$ cat src/gda_pkg.sv
`timescale 1ns / 1ps
// Shared types, constants and helper functions for the Gregorian date block.
package gda_pkg;

    // Datapath, constant operand and quotient widths
    localparam int unsigned DW = 36;
    localparam int unsigned KW = 19;
    localparam int unsigned QW = 12;

    // Divider widths: divisor, dividend magnitude, reciprocal and its scale
    localparam int unsigned DCW    = 21;
    localparam int unsigned RCP_AW = 30;
    localparam int unsigned RCP_MW = 27;
    localparam int unsigned RCP_SH = 30;

    // Field widths
    localparam int unsigned CMD_W = 2;
    localparam int unsigned MON_W = 4;
    localparam int unsigned DAY_W = 5;
    localparam int unsigned YR_W  = 14;
    localparam int unsigned OFF_W = 23;
    localparam int unsigned JDN_W = 23;
    localparam int unsigned DOY_W = 9;
    localparam int unsigned WD_W  = 3;
    localparam int unsigned ST_W  = 2;

    // Default date and default year limit
    localparam int unsigned MAX_YEAR_DEF = 9999;
    localparam logic [MON_W-1:0] DEF_MONTH = MON_W'(5);
    localparam logic [DAY_W-1:0] DEF_DAY   = DAY_W'(11);
    localparam int unsigned      DEF_YEAR  = 1959;

    typedef logic signed [DW-1:0] t_sdw;
    typedef logic signed [KW-1:0] t_sk;
    typedef logic signed [QW:0]   t_sq;

    typedef enum logic [CMD_W-1:0] {
        CMD_LOAD  = 2'd0,
        CMD_SHIFT = 2'd1,
        CMD_CMP   = 2'd2,
        CMD_NONE  = 2'd3
    } t_cmd;

    localparam logic [ST_W-1:0] ST_OK     = 2'd0;
    localparam logic [ST_W-1:0] ST_REJECT = 2'd1;
    localparam logic [ST_W-1:0] ST_RANGE  = 2'd2;

    // Divisor selection for the shared divider
    typedef enum logic [2:0] {
        DS_100,
        DS_146097,
        DS_1461001,
        DS_2447,
        DS_80,
        DS_11
    } t_dsel;

    function automatic logic [DCW-1:0] div_const(input t_dsel sel);
        logic [DCW-1:0] v;
        case (sel)
            DS_100:     v = DCW'(100);
            DS_146097:  v = DCW'(146097);
            DS_1461001: v = DCW'(1461001);
            DS_2447:    v = DCW'(2447);
            DS_80:      v = DCW'(80);
            DS_11:      v = DCW'(11);
            default:    v = DCW'(1);
        endcase
        return v;
    endfunction

    // floor(2^30 / divisor); the estimate it gives is at most one below the quotient
    function automatic logic [RCP_MW-1:0] recip_const(input t_dsel sel);
        logic [RCP_MW-1:0] v;
        case (sel)
            DS_100:     v = RCP_MW'(10737418);
            DS_146097:  v = RCP_MW'(7349);
            DS_1461001: v = RCP_MW'(734);
            DS_2447:    v = RCP_MW'(438799);
            DS_80:      v = RCP_MW'(13421772);
            DS_11:      v = RCP_MW'(97612893);
            default:    v = RCP_MW'(1073741823);
        endcase
        return v;
    endfunction

    // 367 * (m - 2 - 12a) / 12 for every month code
    function automatic logic [8:0] month_term(input logic [MON_W-1:0] m);
        logic [8:0] v;
        case (m)
            4'd0:    v = 9'd305;
            4'd1:    v = 9'd336;
            4'd2:    v = 9'd367;
            4'd3:    v = 9'd30;
            4'd4:    v = 9'd61;
            4'd5:    v = 9'd91;
            4'd6:    v = 9'd122;
            4'd7:    v = 9'd152;
            4'd8:    v = 9'd183;
            4'd9:    v = 9'd214;
            4'd10:   v = 9'd244;
            4'd11:   v = 9'd275;
            4'd12:   v = 9'd305;
            4'd13:   v = 9'd336;
            4'd14:   v = 9'd367;
            default: v = 9'd397;
        endcase
        return v;
    endfunction

    // Divide by four, truncating towards zero
    function automatic t_sdw sdiv4(input t_sdw v);
        t_sdw r;
        if (v < 0) begin
            r = -((-v) >>> 2);
        end else begin
            r = v >>> 2;
        end
        return r;
    endfunction

    // Remainder modulo 7 of a non-negative value: octal digits sum, since 8 = 1 mod 7
    function automatic logic [WD_W-1:0] mod7(input logic [DW-1:0] v);
        logic [6:0] s;
        logic [3:0] t;
        s = '0;
        for (int i = 0; i < DW / 3; i++) begin
            s = s + 7'(v[3*i +: 3]);
        end
        t = 4'(s[2:0]) + 4'(s[5:3]) + 4'(s[6]);
        if (t >= 4'd7) begin
            t = t - 4'd7;
        end
        if (t >= 4'd7) begin
            t = t - 4'd7;
        end
        return t[2:0];
    endfunction

endpackage

$ cat src/gda_if.sv
`timescale 1ns / 1ps
// Command and result channel interfaces.
interface gda_in_if import gda_pkg::*; ();
    logic                    valid;
    logic                    ready;
    logic [CMD_W-1:0]        command;
    logic [MON_W-1:0]        in_month;
    logic [DAY_W-1:0]        in_day;
    logic [YR_W-1:0]         in_year;
    logic signed [OFF_W-1:0] day_offset;

    modport source (output valid, command, in_month, in_day, in_year, day_offset,
                    input ready);
    modport sink   (input valid, command, in_month, in_day, in_year, day_offset,
                    output ready);
endinterface

interface gda_out_if import gda_pkg::*; ();
    logic                    valid;
    logic                    ready;
    logic [MON_W-1:0]        out_month;
    logic [DAY_W-1:0]        out_day;
    logic [YR_W-1:0]         out_year;
    logic [JDN_W-1:0]        day_number;
    logic [DOY_W-1:0]        day_of_year;
    logic [WD_W-1:0]         weekday;
    logic signed [OFF_W-1:0] days_between;
    logic [ST_W-1:0]         status;

    modport source (output valid, out_month, out_day, out_year, day_number, day_of_year,
                    weekday, days_between, status, input ready);
    modport sink   (input valid, out_month, out_day, out_year, day_number, day_of_year,
                    weekday, days_between, status, output ready);
endinterface

$ cat src/gda_mul.sv
`timescale 1ns / 1ps
// Shared multiplier by a small constant, with a registered product.
module gda_mul import gda_pkg::*; (
    input  logic i_clk,
    input  t_sdw i_a,
    input  t_sk  i_k,
    output t_sdw o_p
);
    t_sdw r_p;

    // Register the truncated product
    always_ff @(posedge i_clk) begin
        r_p <= t_sdw'(i_a * i_k);
    end

    assign o_p = r_p;
endmodule

$ cat src/gda_div.sv
`timescale 1ns / 1ps
// Shared divider by a selected constant: reciprocal multiply and one correction step.
module gda_div import gda_pkg::*; (
    input  logic  i_clk,
    input  logic  i_rst_n,
    input  logic  i_start,
    input  t_sdw  i_x,
    input  t_dsel i_sel,
    output logic  o_done,
    output t_sq   o_q
);
    logic [RCP_AW-1:0]        r_ax;
    logic                     r_neg;
    logic [RCP_MW-1:0]        r_m;
    logic [DCW-1:0]           r_c;
    logic [RCP_AW+RCP_MW-1:0] r_p;
    logic [QW-1:0]            r_q0;
    logic [QW+DCW-1:0]        r_r;
    logic [3:0]               r_v;
    logic                     r_done;
    t_sq                      r_q;

    logic [QW+DCW-1:0] n_qc;
    logic [QW+DCW-1:0] n_r;
    logic [QW-1:0]     n_q;

    // Remainder of the estimate, then step the estimate up when it is one short
    always_comb begin
        n_qc = (QW+DCW)'(r_q0) * (QW+DCW)'(r_c);
        n_r  = (QW+DCW)'(r_ax) - n_qc;
        n_q  = r_q0 + QW'(r_r >= (QW+DCW)'(r_c));
    end

    // Advance the stage flags and flag the quotient
    always_ff @(posedge i_clk) begin
        if (!i_rst_n) begin
            r_v    <= '0;
            r_done <= 1'b0;
        end else begin
            r_v    <= {r_v[2:0], i_start};
            r_done <= r_v[3];
        end
    end

    // Capture the operand, multiply by the reciprocal, correct and sign the quotient
    always_ff @(posedge i_clk) begin
        if (i_start) begin
            r_ax  <= (i_x < 0) ? RCP_AW'(-i_x) : RCP_AW'(i_x);
            r_neg <= (i_x < 0);
            r_m   <= recip_const(i_sel);
            r_c   <= div_const(i_sel);
        end
        r_p  <= r_ax * r_m;
        r_q0 <= r_p[RCP_SH+QW-1:RCP_SH];
        r_r  <= n_r;
        if (r_v[3]) begin
            r_q <= r_neg ? -t_sq'({1'b0, n_q}) : t_sq'({1'b0, n_q});
        end
    end

    assign o_done = r_done;
    assign o_q    = r_q;
endmodule

$ cat src/gregorian_date_arithmetic.sv
`timescale 1ns / 1ps
// Gregorian date unit: load, shift and compare through Julian day numbers.
//
//  Channel  Dir  Transaction
//  i_in     in   command, in_month, in_day, in_year, day_offset
//  o_out    out  out_month, out_day, out_year, day_number, day_of_year,
//                weekday, days_between, status
//
// One transaction at a time. The sequencer steps one shared multiplier and one
// shared constant divider (reciprocal multiply plus a correction step). Reset
// restores May 11 1959. A result waiting on o_out stalls the block only when
// the next result is ready to leave.
module gregorian_date_arithmetic import gda_pkg::*; #(
    parameter int unsigned MAX_YEAR = MAX_YEAR_DEF
) (
    input logic       i_clk,
    input logic       i_rst_n,
    gda_in_if.sink    i_in,
    gda_out_if.source o_out
);
    localparam int unsigned YLW = $clog2(MAX_YEAR + 1);
    localparam int unsigned YW  = (YLW > YR_W) ? YLW : YR_W;

    typedef enum logic [4:0] {
        S_IDLE, S_LOAD, S_FIN,
        S_J_MUL, S_J_ADD, S_J_DIV, S_J_MUL3, S_J_SUB,
        S_SH, S_F_N, S_F_MULN, S_F_L1, S_F_MUL4K, S_F_DIVI_ST, S_F_DIVI,
        S_F_MULI, S_F_L2, S_F_MUL80, S_F_DIVJ_ST, S_F_DIVJ, S_F_MULJ,
        S_F_DIV80_ST, S_F_DIV80, S_F_DIV11_ST, S_F_DIV11, S_F_MUL100, S_F_YEAR,
        S_C_SAVE, S_FN1, S_FN2, S_DONE
    } t_state;

    t_state r_state;
    t_state r_ret;

    // Captured transaction
    t_cmd                    r_cmd;
    logic [MON_W-1:0]        r_im;
    logic [DAY_W-1:0]        r_id;
    logic [YR_W-1:0]         r_iy;
    logic signed [OFF_W-1:0] r_off;

    // Stored date
    logic [MON_W-1:0] r_mon;
    logic [DAY_W-1:0] r_day;
    logic [YW-1:0]    r_yr;

    // Day number operands and working registers
    logic [MON_W-1:0] r_jm;
    logic [DAY_W-1:0] r_jd;
    logic [YW-1:0]    r_jy;
    t_sdw             r_acc;
    t_sdw             r_jg;
    t_sdw             r_jc;
    t_sdw             r_l;
    t_sq              r_n;
    t_sq              r_i;
    t_sq              r_j;
    t_sq              r_l2;
    logic [DAY_W-1:0] r_k;
    logic [ST_W-1:0]  r_st;
    logic signed [OFF_W-1:0] r_btw;
    logic [DOY_W-1:0] r_doy;

    // Output register
    logic                    r_ovalid;
    logic [MON_W-1:0]        r_omon;
    logic [DAY_W-1:0]        r_oday;
    logic [YR_W-1:0]         r_oyr;
    logic [JDN_W-1:0]        r_ojdn;
    logic [DOY_W-1:0]        r_odoy;
    logic [WD_W-1:0]         r_owd;
    logic signed [OFF_W-1:0] r_obtw;
    logic [ST_W-1:0]         r_ost;

    // Shared units
    t_sdw  w_ma;
    t_sk   w_mk;
    t_sdw  w_p;
    logic  w_dstart;
    t_sdw  w_dx;
    t_dsel w_dsel;
    logic  w_ddone;
    t_sq   w_q;

    // Signed views
    t_sdw s_jy, s_jd, s_ja, s_off, s_q, s_lsh, s_ny, s_nm;
    logic w_ok, w_accept, w_oload;

    gda_mul u_mul (
        .i_clk (i_clk),
        .i_a   (w_ma),
        .i_k   (w_mk),
        .o_p   (w_p)
    );

    gda_div u_div (
        .i_clk   (i_clk),
        .i_rst_n (i_rst_n),
        .i_start (w_dstart),
        .i_x     (w_dx),
        .i_sel   (w_dsel),
        .o_done  (w_ddone),
        .o_q     (w_q)
    );

    // Widen operands, work out the shifted day number and the date check
    always_comb begin
        s_jy  = t_sdw'(r_jy);
        s_jd  = t_sdw'(r_jd);
        s_ja  = (r_jm <= MON_W'(2)) ? t_sdw'(1) : t_sdw'(0);
        s_off = t_sdw'(r_off);
        s_q   = t_sdw'(w_q);
        s_lsh = r_acc + s_off + t_sdw'(68569);
        s_ny  = w_p + t_sdw'(r_i) + t_sdw'(r_l2);
        s_nm  = t_sdw'(r_j) + t_sdw'(2) - t_sdw'(12) * t_sdw'(r_l2);
        w_ok  = (r_im >= MON_W'(1)) && (r_im <= MON_W'(12))
             && (r_id >= DAY_W'(1))
             && (r_iy >= YR_W'(1)) && (32'(r_iy) <= MAX_YEAR)
             && !((r_im == MON_W'(2)) && (r_id > DAY_W'(29)))
             && !(((r_im == MON_W'(4)) || (r_im == MON_W'(6)) || (r_im == MON_W'(9))
                   || (r_im == MON_W'(11))) && (r_id > DAY_W'(30)));
    end

    // Steer the shared multiplier and divider from the sequencer state
    always_comb begin
        w_ma     = '0;
        w_mk     = '0;
        w_dstart = 1'b0;
        w_dx     = '0;
        w_dsel   = DS_100;
        case (r_state)
            S_J_MUL: begin
                w_ma = s_jy + t_sdw'(4800) - s_ja;
                w_mk = t_sk'(1461);
            end
            S_J_ADD: begin
                w_dstart = 1'b1;
                w_dx     = s_jy + t_sdw'(4900) - s_ja;
                w_dsel   = DS_100;
            end
            S_J_MUL3: begin
                w_ma = s_q;
                w_mk = t_sk'(3);
            end
            S_SH: begin
                w_dstart = 1'b1;
                w_dx     = s_lsh <<< 2;
                w_dsel   = DS_146097;
            end
            S_F_MULN: begin
                w_ma = s_q;
                w_mk = t_sk'(146097);
            end
            S_F_MUL4K: begin
                w_ma = r_l + t_sdw'(1);
                w_mk = t_sk'(4000);
            end
            S_F_DIVI_ST: begin
                w_dstart = 1'b1;
                w_dx     = w_p;
                w_dsel   = DS_1461001;
            end
            S_F_MULI: begin
                w_ma = s_q;
                w_mk = t_sk'(1461);
            end
            S_F_MUL80: begin
                w_ma = r_l;
                w_mk = t_sk'(80);
            end
            S_F_DIVJ_ST: begin
                w_dstart = 1'b1;
                w_dx     = w_p;
                w_dsel   = DS_2447;
            end
            S_F_MULJ: begin
                w_ma = s_q;
                w_mk = t_sk'(2447);
            end
            S_F_DIV80_ST: begin
                w_dstart = 1'b1;
                w_dx     = w_p;
                w_dsel   = DS_80;
            end
            S_F_DIV11_ST: begin
                w_dstart = 1'b1;
                w_dx     = t_sdw'(r_j);
                w_dsel   = DS_11;
            end
            S_F_MUL100: begin
                w_ma = t_sdw'(r_n) - t_sdw'(49);
                w_mk = t_sk'(100);
            end
            default: begin
                w_ma = '0;
            end
        endcase
    end

    assign w_accept = i_in.valid && (r_state == S_IDLE);
    assign w_oload  = (r_state == S_DONE) && (!r_ovalid || o_out.ready);

    // Sequencer: hold state, stored date and registered outputs
    always_ff @(posedge i_clk) begin
        if (!i_rst_n) begin
            r_state  <= S_IDLE;
            r_ret    <= S_IDLE;
            r_mon    <= DEF_MONTH;
            r_day    <= DEF_DAY;
            r_yr     <= YW'(DEF_YEAR);
            r_ovalid <= 1'b0;
        end else begin
            if (o_out.ready && r_ovalid && !w_oload) begin
                r_ovalid <= 1'b0;
            end
            case (r_state)
                S_IDLE: begin
                    if (w_accept) begin
                        r_cmd <= t_cmd'(i_in.command);
                        r_im  <= i_in.in_month;
                        r_id  <= i_in.in_day;
                        r_iy  <= i_in.in_year;
                        r_off <= i_in.day_offset;
                        r_st  <= ST_OK;
                        case (t_cmd'(i_in.command))
                            CMD_LOAD: begin
                                r_state <= S_LOAD;
                            end
                            CMD_SHIFT: begin
                                r_jm    <= r_mon;
                                r_jd    <= r_day;
                                r_jy    <= r_yr;
                                r_ret   <= S_SH;
                                r_state <= S_J_MUL;
                            end
                            CMD_CMP: begin
                                r_jm    <= i_in.in_month;
                                r_jd    <= i_in.in_day;
                                r_jy    <= YW'(i_in.in_year);
                                r_ret   <= S_C_SAVE;
                                r_state <= S_J_MUL;
                            end
                            default: begin
                                r_state <= S_FIN;
                            end
                        endcase
                    end
                end
                S_LOAD: begin
                    if (w_ok) begin
                        r_mon <= r_im;
                        r_day <= r_id;
                        r_yr  <= YW'(r_iy);
                    end else begin
                        r_mon <= DEF_MONTH;
                        r_day <= DEF_DAY;
                        r_yr  <= YW'(DEF_YEAR);
                        r_st  <= ST_REJECT;
                    end
                    r_state <= S_FIN;
                end
                S_FIN: begin
                    r_jm    <= r_mon;
                    r_jd    <= r_day;
                    r_jy    <= r_yr;
                    r_ret   <= S_FN1;
                    r_state <= S_J_MUL;
                end
                // Day number of (r_jm, r_jd, r_jy) into r_acc
                S_J_MUL: begin
                    r_state <= S_J_ADD;
                end
                S_J_ADD: begin
                    r_acc   <= (w_p >>> 2) + s_jd - t_sdw'(32075)
                             + t_sdw'(month_term(r_jm));
                    r_state <= S_J_DIV;
                end
                S_J_DIV: begin
                    if (w_ddone) begin
                        r_state <= S_J_MUL3;
                    end
                end
                S_J_MUL3: begin
                    r_state <= S_J_SUB;
                end
                S_J_SUB: begin
                    r_acc   <= r_acc - (w_p >>> 2);
                    r_state <= r_ret;
                end
                // Day number back to a date
                S_SH: begin
                    r_l     <= s_lsh;
                    r_state <= S_F_N;
                end
                S_F_N: begin
                    if (w_ddone) begin
                        r_state <= S_F_MULN;
                    end
                end
                S_F_MULN: begin
                    r_n     <= w_q;
                    r_state <= S_F_L1;
                end
                S_F_L1: begin
                    r_l     <= r_l - sdiv4(w_p + t_sdw'(3));
                    r_state <= S_F_MUL4K;
                end
                S_F_MUL4K: begin
                    r_state <= S_F_DIVI_ST;
                end
                S_F_DIVI_ST: begin
                    r_state <= S_F_DIVI;
                end
                S_F_DIVI: begin
                    if (w_ddone) begin
                        r_state <= S_F_MULI;
                    end
                end
                S_F_MULI: begin
                    r_i     <= w_q;
                    r_state <= S_F_L2;
                end
                S_F_L2: begin
                    r_l     <= r_l - sdiv4(w_p) + t_sdw'(31);
                    r_state <= S_F_MUL80;
                end
                S_F_MUL80: begin
                    r_state <= S_F_DIVJ_ST;
                end
                S_F_DIVJ_ST: begin
                    r_state <= S_F_DIVJ;
                end
                S_F_DIVJ: begin
                    if (w_ddone) begin
                        r_state <= S_F_MULJ;
                    end
                end
                S_F_MULJ: begin
                    r_j     <= w_q;
                    r_state <= S_F_DIV80_ST;
                end
                S_F_DIV80_ST: begin
                    r_state <= S_F_DIV80;
                end
                S_F_DIV80: begin
                    if (w_ddone) begin
                        r_k     <= DAY_W'(r_l - s_q);
                        r_state <= S_F_DIV11_ST;
                    end
                end
                S_F_DIV11_ST: begin
                    r_state <= S_F_DIV11;
                end
                S_F_DIV11: begin
                    if (w_ddone) begin
                        r_state <= S_F_MUL100;
                    end
                end
                S_F_MUL100: begin
                    r_l2    <= w_q;
                    r_state <= S_F_YEAR;
                end
                S_F_YEAR: begin
                    if ((s_ny >= t_sdw'(1)) && (s_ny <= t_sdw'(MAX_YEAR))) begin
                        r_mon <= MON_W'(s_nm);
                        r_day <= r_k;
                        r_yr  <= YW'(s_ny);
                    end else begin
                        r_st  <= ST_RANGE;
                    end
                    r_state <= S_FIN;
                end
                S_C_SAVE: begin
                    r_jg    <= r_acc;
                    r_state <= S_FIN;
                end
                // Day number of the stored date, then of the day before January 1
                S_FN1: begin
                    r_jc    <= r_acc;
                    r_btw   <= (r_cmd == CMD_CMP) ? OFF_W'(r_jg - r_acc) : '0;
                    r_jm    <= MON_W'(1);
                    r_jd    <= '0;
                    r_jy    <= r_yr;
                    r_ret   <= S_FN2;
                    r_state <= S_J_MUL;
                end
                S_FN2: begin
                    r_doy   <= DOY_W'(r_jc - r_acc);
                    r_state <= S_DONE;
                end
                S_DONE: begin
                    if (w_oload) begin
                        r_ovalid <= 1'b1;
                        r_omon   <= r_mon;
                        r_oday   <= r_day;
                        r_oyr    <= YR_W'(r_yr);
                        r_ojdn   <= JDN_W'(r_jc);
                        r_odoy   <= r_doy;
                        r_owd    <= mod7(r_jc);
                        r_obtw   <= r_btw;
                        r_ost    <= r_st;
                        r_state  <= S_IDLE;
                    end
                end
                default: begin
                    r_state <= S_IDLE;
                end
            endcase
        end
    end

    assign i_in.ready         = (r_state == S_IDLE);
    assign o_out.valid        = r_ovalid;
    assign o_out.out_month    = r_omon;
    assign o_out.out_day      = r_oday;
    assign o_out.out_year     = r_oyr;
    assign o_out.day_number   = r_ojdn;
    assign o_out.day_of_year  = r_odoy;
    assign o_out.weekday      = r_owd;
    assign o_out.days_between = r_obtw;
    assign o_out.status       = r_ost;
endmodule

$ cat src/flat_wrapper.sv
// flat-port wrapper written by rule: the top's interface ports become plain ports
module gregorian_date_arithmetic_flat import gda_pkg::*;
#(
    parameter int unsigned MAX_YEAR = MAX_YEAR_DEF
)
  (i_clk, i_rst_n, i_in_valid, i_in_command, i_in_in_month, i_in_in_day, i_in_in_year, i_in_day_offset, i_in_ready, o_out_valid, o_out_out_month, o_out_out_day, o_out_out_year, o_out_day_number, o_out_day_of_year, o_out_weekday, o_out_days_between, o_out_status, o_out_ready);
  gda_in_if i_in_i ();
  gda_out_if o_out_i ();
  input logic i_clk;
  input logic i_rst_n;
  input wire logic [$bits(i_in_i.valid)-1:0] i_in_valid;
  input wire logic [$bits(i_in_i.command)-1:0] i_in_command;
  input wire logic [$bits(i_in_i.in_month)-1:0] i_in_in_month;
  input wire logic [$bits(i_in_i.in_day)-1:0] i_in_in_day;
  input wire logic [$bits(i_in_i.in_year)-1:0] i_in_in_year;
  input wire logic [$bits(i_in_i.day_offset)-1:0] i_in_day_offset;
  output wire logic [$bits(i_in_i.ready)-1:0] i_in_ready;
  output wire logic [$bits(o_out_i.valid)-1:0] o_out_valid;
  output wire logic [$bits(o_out_i.out_month)-1:0] o_out_out_month;
  output wire logic [$bits(o_out_i.out_day)-1:0] o_out_out_day;
  output wire logic [$bits(o_out_i.out_year)-1:0] o_out_out_year;
  output wire logic [$bits(o_out_i.day_number)-1:0] o_out_day_number;
  output wire logic [$bits(o_out_i.day_of_year)-1:0] o_out_day_of_year;
  output wire logic [$bits(o_out_i.weekday)-1:0] o_out_weekday;
  output wire logic [$bits(o_out_i.days_between)-1:0] o_out_days_between;
  output wire logic [$bits(o_out_i.status)-1:0] o_out_status;
  input wire logic [$bits(o_out_i.ready)-1:0] o_out_ready;
  assign i_in_i.valid = i_in_valid;
  assign i_in_i.command = i_in_command;
  assign i_in_i.in_month = i_in_in_month;
  assign i_in_i.in_day = i_in_in_day;
  assign i_in_i.in_year = i_in_in_year;
  assign i_in_i.day_offset = i_in_day_offset;
  assign i_in_ready = i_in_i.ready;
  assign o_out_valid = o_out_i.valid;
  assign o_out_out_month = o_out_i.out_month;
  assign o_out_out_day = o_out_i.out_day;
  assign o_out_out_year = o_out_i.out_year;
  assign o_out_day_number = o_out_i.day_number;
  assign o_out_day_of_year = o_out_i.day_of_year;
  assign o_out_weekday = o_out_i.weekday;
  assign o_out_days_between = o_out_i.days_between;
  assign o_out_status = o_out_i.status;
  assign o_out_i.ready = o_out_ready;
  gregorian_date_arithmetic #(.MAX_YEAR(MAX_YEAR)) u_core (.i_clk(i_clk), .i_rst_n(i_rst_n), .i_in(i_in_i), .o_out(o_out_i));
endmodule
$ cat config.mk
export PLATFORM = sky130hd
export DESIGN_NAME = gregorian_date_arithmetic_flat
export DESIGN_NICKNAME = d
export VERILOG_FILES = /design/src/gda_pkg.sv /design/src/gda_if.sv /design/src/gda_mul.sv /design/src/gda_div.sv /design/src/gregorian_date_arithmetic.sv /design/src/flat_wrapper.sv
export SDC_FILE = /design/constraint.sdc
export NUM_CORES = 2
export LEC_CHECK = 0
export BUFFER_PORTS_ARGS = -buffer_cell sky130_fd_sc_hd__buf_4
export CORE_UTILIZATION = 61
export CTS_BUF_LIST = sky130_fd_sc_hd__clkbuf_2 sky130_fd_sc_hd__clkbuf_4 sky130_fd_sc_hd__clkbuf_8
export DETAILED_ROUTE_END_ITERATION = 8
export GPL_TIMING_DRIVEN = 1
export PLACE_DENSITY = 0.8
export SYNTH_ARGS = -nofsm -noshare
export SYNTH_HDL_FRONTEND = slang
export SYNTH_SLANG_ARGS = --single-unit
$ cat constraint.sdc
create_clock -name i_clk -period 11 [get_ports i_clk]
set_clock_uncertainty 0.1 [all_clocks]
set_input_delay 2.2 -clock i_clk [delete_from_list [all_inputs] [get_ports i_clk]]
set_output_delay 2.2 -clock i_clk [all_outputs]
set_load 0.02 [all_outputs]
==> flow_summary.ini <==
[worst_hold_path]
worstHoldPathCells = 0
min_from = u_core.u_div.r_p[30]$_DFF_P_
min_to = u_core.u_div.r_q0[0]$_DFF_P_
hp-class = flop to flop

[logic_synthesis]
netlist_instances = 9132
synthArstFlopShare_pct = 0
synth-main-ff-cell = edfxtp_1
synth_fa_ha_area_share_pct = 38.9
yosysSeqAreaShare_pct = 19.5
synth-edff-count = 451
yosysUniqueCellTypes = 106
synthMuxAreaShare_pct = 0.912
yosys_warnings = 0
syn-num-nets = 11090
netlist.area_leader.share_pct = 28.1
syn_area_per_cell_um2 = 9.21
ys_ff_latch = 592
yosysMostFrequentCell = inv_1
synth_compound_area_share_pct = 9.88
synth_area_mm2 = 0.0841
synth-simple-area-share_pct = 15.4
synthTopCellsByArea = fa_1 28%, edfxtp_1 16%, ha_1 11%
yosys-top-cells-count = 1,749 x inv_1, 1,178 x fa_1, 878 x nand2_1
synth_top_area_cell = fa_1
synth-xor-area-share_pct = 6.07
synth_top_family_by_area = adder cells

[layout]
fillers = 10868
fin_nets = 11150
syn2layout_area_growth_pct = 6.74
drive_above_1_share_pct = 6.29
finish.instance_area_mm2 = 0.0897

[clock_network]
cts_setup_buffers = 0
hold_buffers = 0
cts_resized = 0
htree_levels = 3
cts_tree = yes
cts_num_sinks = 592
cts-buffers-inserted = 106
clk_latency_ns = 0.88
cts_root_buf = clkbuf_8
ctsLongestPathBuffers = 3
path_clk_slew_ns = 0.06

[global_routing]
grt_antenna_before_repair = 10
grt_pass1_wl_um = 399000
grt_pass1_vias = 69602
gr-total-overflow = 0
track_usage_pct = 37.5
grt_start_max_net_pins = 71

[worst_setup_path]
worstReg2RegEnd = u_core.u_mul.o_p[35]$_DFF_P_
critPathCaptureType = flop
rrSetupSlack_ns = 0.64
slowest_delay_ns = 0.57
start_kind = flop
crit_slowest_cell = a211oi_1
criticalPathCategory = flop to flop
required_ns = 11.66
cp_max_fo = 11
cp.arrival_ns = 11.02
r2r_start = u_core.r_jm[0]$_DFFE_PP_
r2r_cells = 36

[drt]
first_pass_iters = 8
routedWlPerCell_um = 23.4
detail-route-antenna-nets = 0
finalWirelength_um = 259000
drt_iter0_drc = 7150
vias = 67252
drc = 0
viasPerCell = 6.07

[die]
core_mm2 = 0.136
die_area_mm2 = 0.139
die_w_um = 373
pin_count = 137
start_util_pct = 61.7
rows = 135
die_y_um = 373

[timing]
finalHoldViolations = 0
finalSetupTns_ns = 0
setup_slack_ns = 0.643
post-route-min-period_ns = 10.36
setup_viol = 0
rsz0062_at_grt = no
timing.fmax_mhz = 96.6
relSlewSlack_pct = 3.27
fin_crit_sh_pct = 94.2
worst_pin_slew_ns = 1.45
finalMaxSlewViolations = 0

[placement]
place_ws_ns = 0.729
dpl.hpwl_um = 207000
post_dp_cell_area_mm2 = 0.0872
portBuffers = 136
gp_congestion = 1.03

[status]
status = complete, no violations

[run]
maxCapViolCount = 0
-- area by class of cell --
class / instances / area (µm²) / area share [%]
Multi-Input combinational cell: 6450 / 59900 / 66.8
Tap cell: 1781 / 2230 / 2.48
Inverter: 1762 / 6610 / 7.37
Timing Repair Buffer: 280 / 2100 / 2.34
Clock inverter: 66 / 756 / 0.842
Clock buffer: 136 / 1750 / 1.95
Antenna cell: 6 / 15.0 / 0.0167
Sequential cell: 592 / 16400 / 18.2
-- worst max-delay path by stage --
stage                                   endpoint                      from  cells after the start  slack (ns)
floorplan           u_core.u_mul.o_p[34]$_DFF_P_   u_core.r_l[1]$_DFFE_PP_                     36        2.10
global placement    u_core.u_mul.o_p[35]$_DFF_P_  u_core.r_jm[0]$_DFFE_PP_                     36        0.83
detailed placement  u_core.u_mul.o_p[35]$_DFF_P_  u_core.r_jm[0]$_DFFE_PP_                     36        0.73
CTS                 u_core.u_mul.o_p[35]$_DFF_P_  u_core.r_jm[0]$_DFFE_PP_                     36        0.69
global route        u_core.u_mul.o_p[35]$_DFF_P_  u_core.r_jm[0]$_DFFE_PP_                     36        0.11
finish              u_core.u_mul.o_p[35]$_DFF_P_  u_core.r_jm[0]$_DFFE_PP_                     36        0.64
-- through the flow --
| step | cells | hold slack [ns] | util, % |
|---|---|---|---|
| final | 11073 | 0.227 | 65.9 |
| after detailed placement | 10864 | 0.212 | 64.1 |
| after global routing | 11069 | 0.233 | 65.9 |
| after global placement | 10864 | 0.212 | 64.1 |
| after CTS | 11066 | 0.228 | 65.9 |
| after floorplan | 9132 | 0.210 | - |
-- cell usage in the layout (no fill, tap or decap), drive strengths merged, types with 36 or more instances in the layout --
cell and count:
a211oi 49, a21o 133, a21oi 303, a31oi 47
and2 488, and3 73, buf 280, clkbuf 136
clkinv 54, dfxtp 141, edfxtp 451, fa 1178
ha 728, inv 1755, mux2i 44, nand2 878
nand2b 83, nand3 138, nand4 56, nor2 453
nor2b 65, nor3 171, nor4 46, o211ai 36
o21a 64, o21ai 313, or3 49, xnor2 405
xor2 173
-- critical path: cells and delay by family (launching register included) --
kind | cells | cell delay (ns)
compound gates | 13 | 3.72
xor+xnor | 2 | 0.31
simple gates | 6 | 1.42
fa+ha+maj | 8 | 3.70
flops | 1 | 0.41
buf+inv | 7 | 0.57
-- logic make-up after synthesis --
logic type	count (synthesis)
compound gates	1270
simple gates	2621
buf+inv	2090
xor+xnor	579
mux	73
flops	592
fa+ha+maj	1906
other cells	1
-- state kept, by name, summed over array words and instances (netlist names), 12 cells and up, named ones only --
register / flops
u_core.r_acc: 36
u_core.r_jc: 36
u_core.u_mul.o_p: 36
u_core.u_div.r_r: 33
u_core.r_l: 32
u_core.u_div.r_ax: 30
u_core.o_out.day_number: 23
u_core.o_out.days_between: 23
u_core.r_btw: 23
u_core.r_jg: 23
u_core.r_off: 23
u_core.u_div.r_m: 22
u_core.o_out.out_year: 14
u_core.r_iy: 14
u_core.r_jy: 14
u_core.r_yr: 14
u_core.r_i: 13
u_core.r_j: 13
u_core.r_l2: 13
u_core.r_n: 13
u_core.u_div.o_q: 13
u_core.u_div.r_c: 13
u_core.u_div.r_p: 12
u_core.u_div.r_q0: 12
-- routing by layer --
layer | GRT usage (%) | part of all wire [%]
met5 | 0 | 0.017
met4 | 23.3 | 7.5
met3 | 9.12 | 11
met2 | 59.1 | 45
met1 | 46.7 | 36
Power is left out: the tool's default activity adds up to more than one toggle a clock period on the data nets, which glitch-free logic cannot reach.
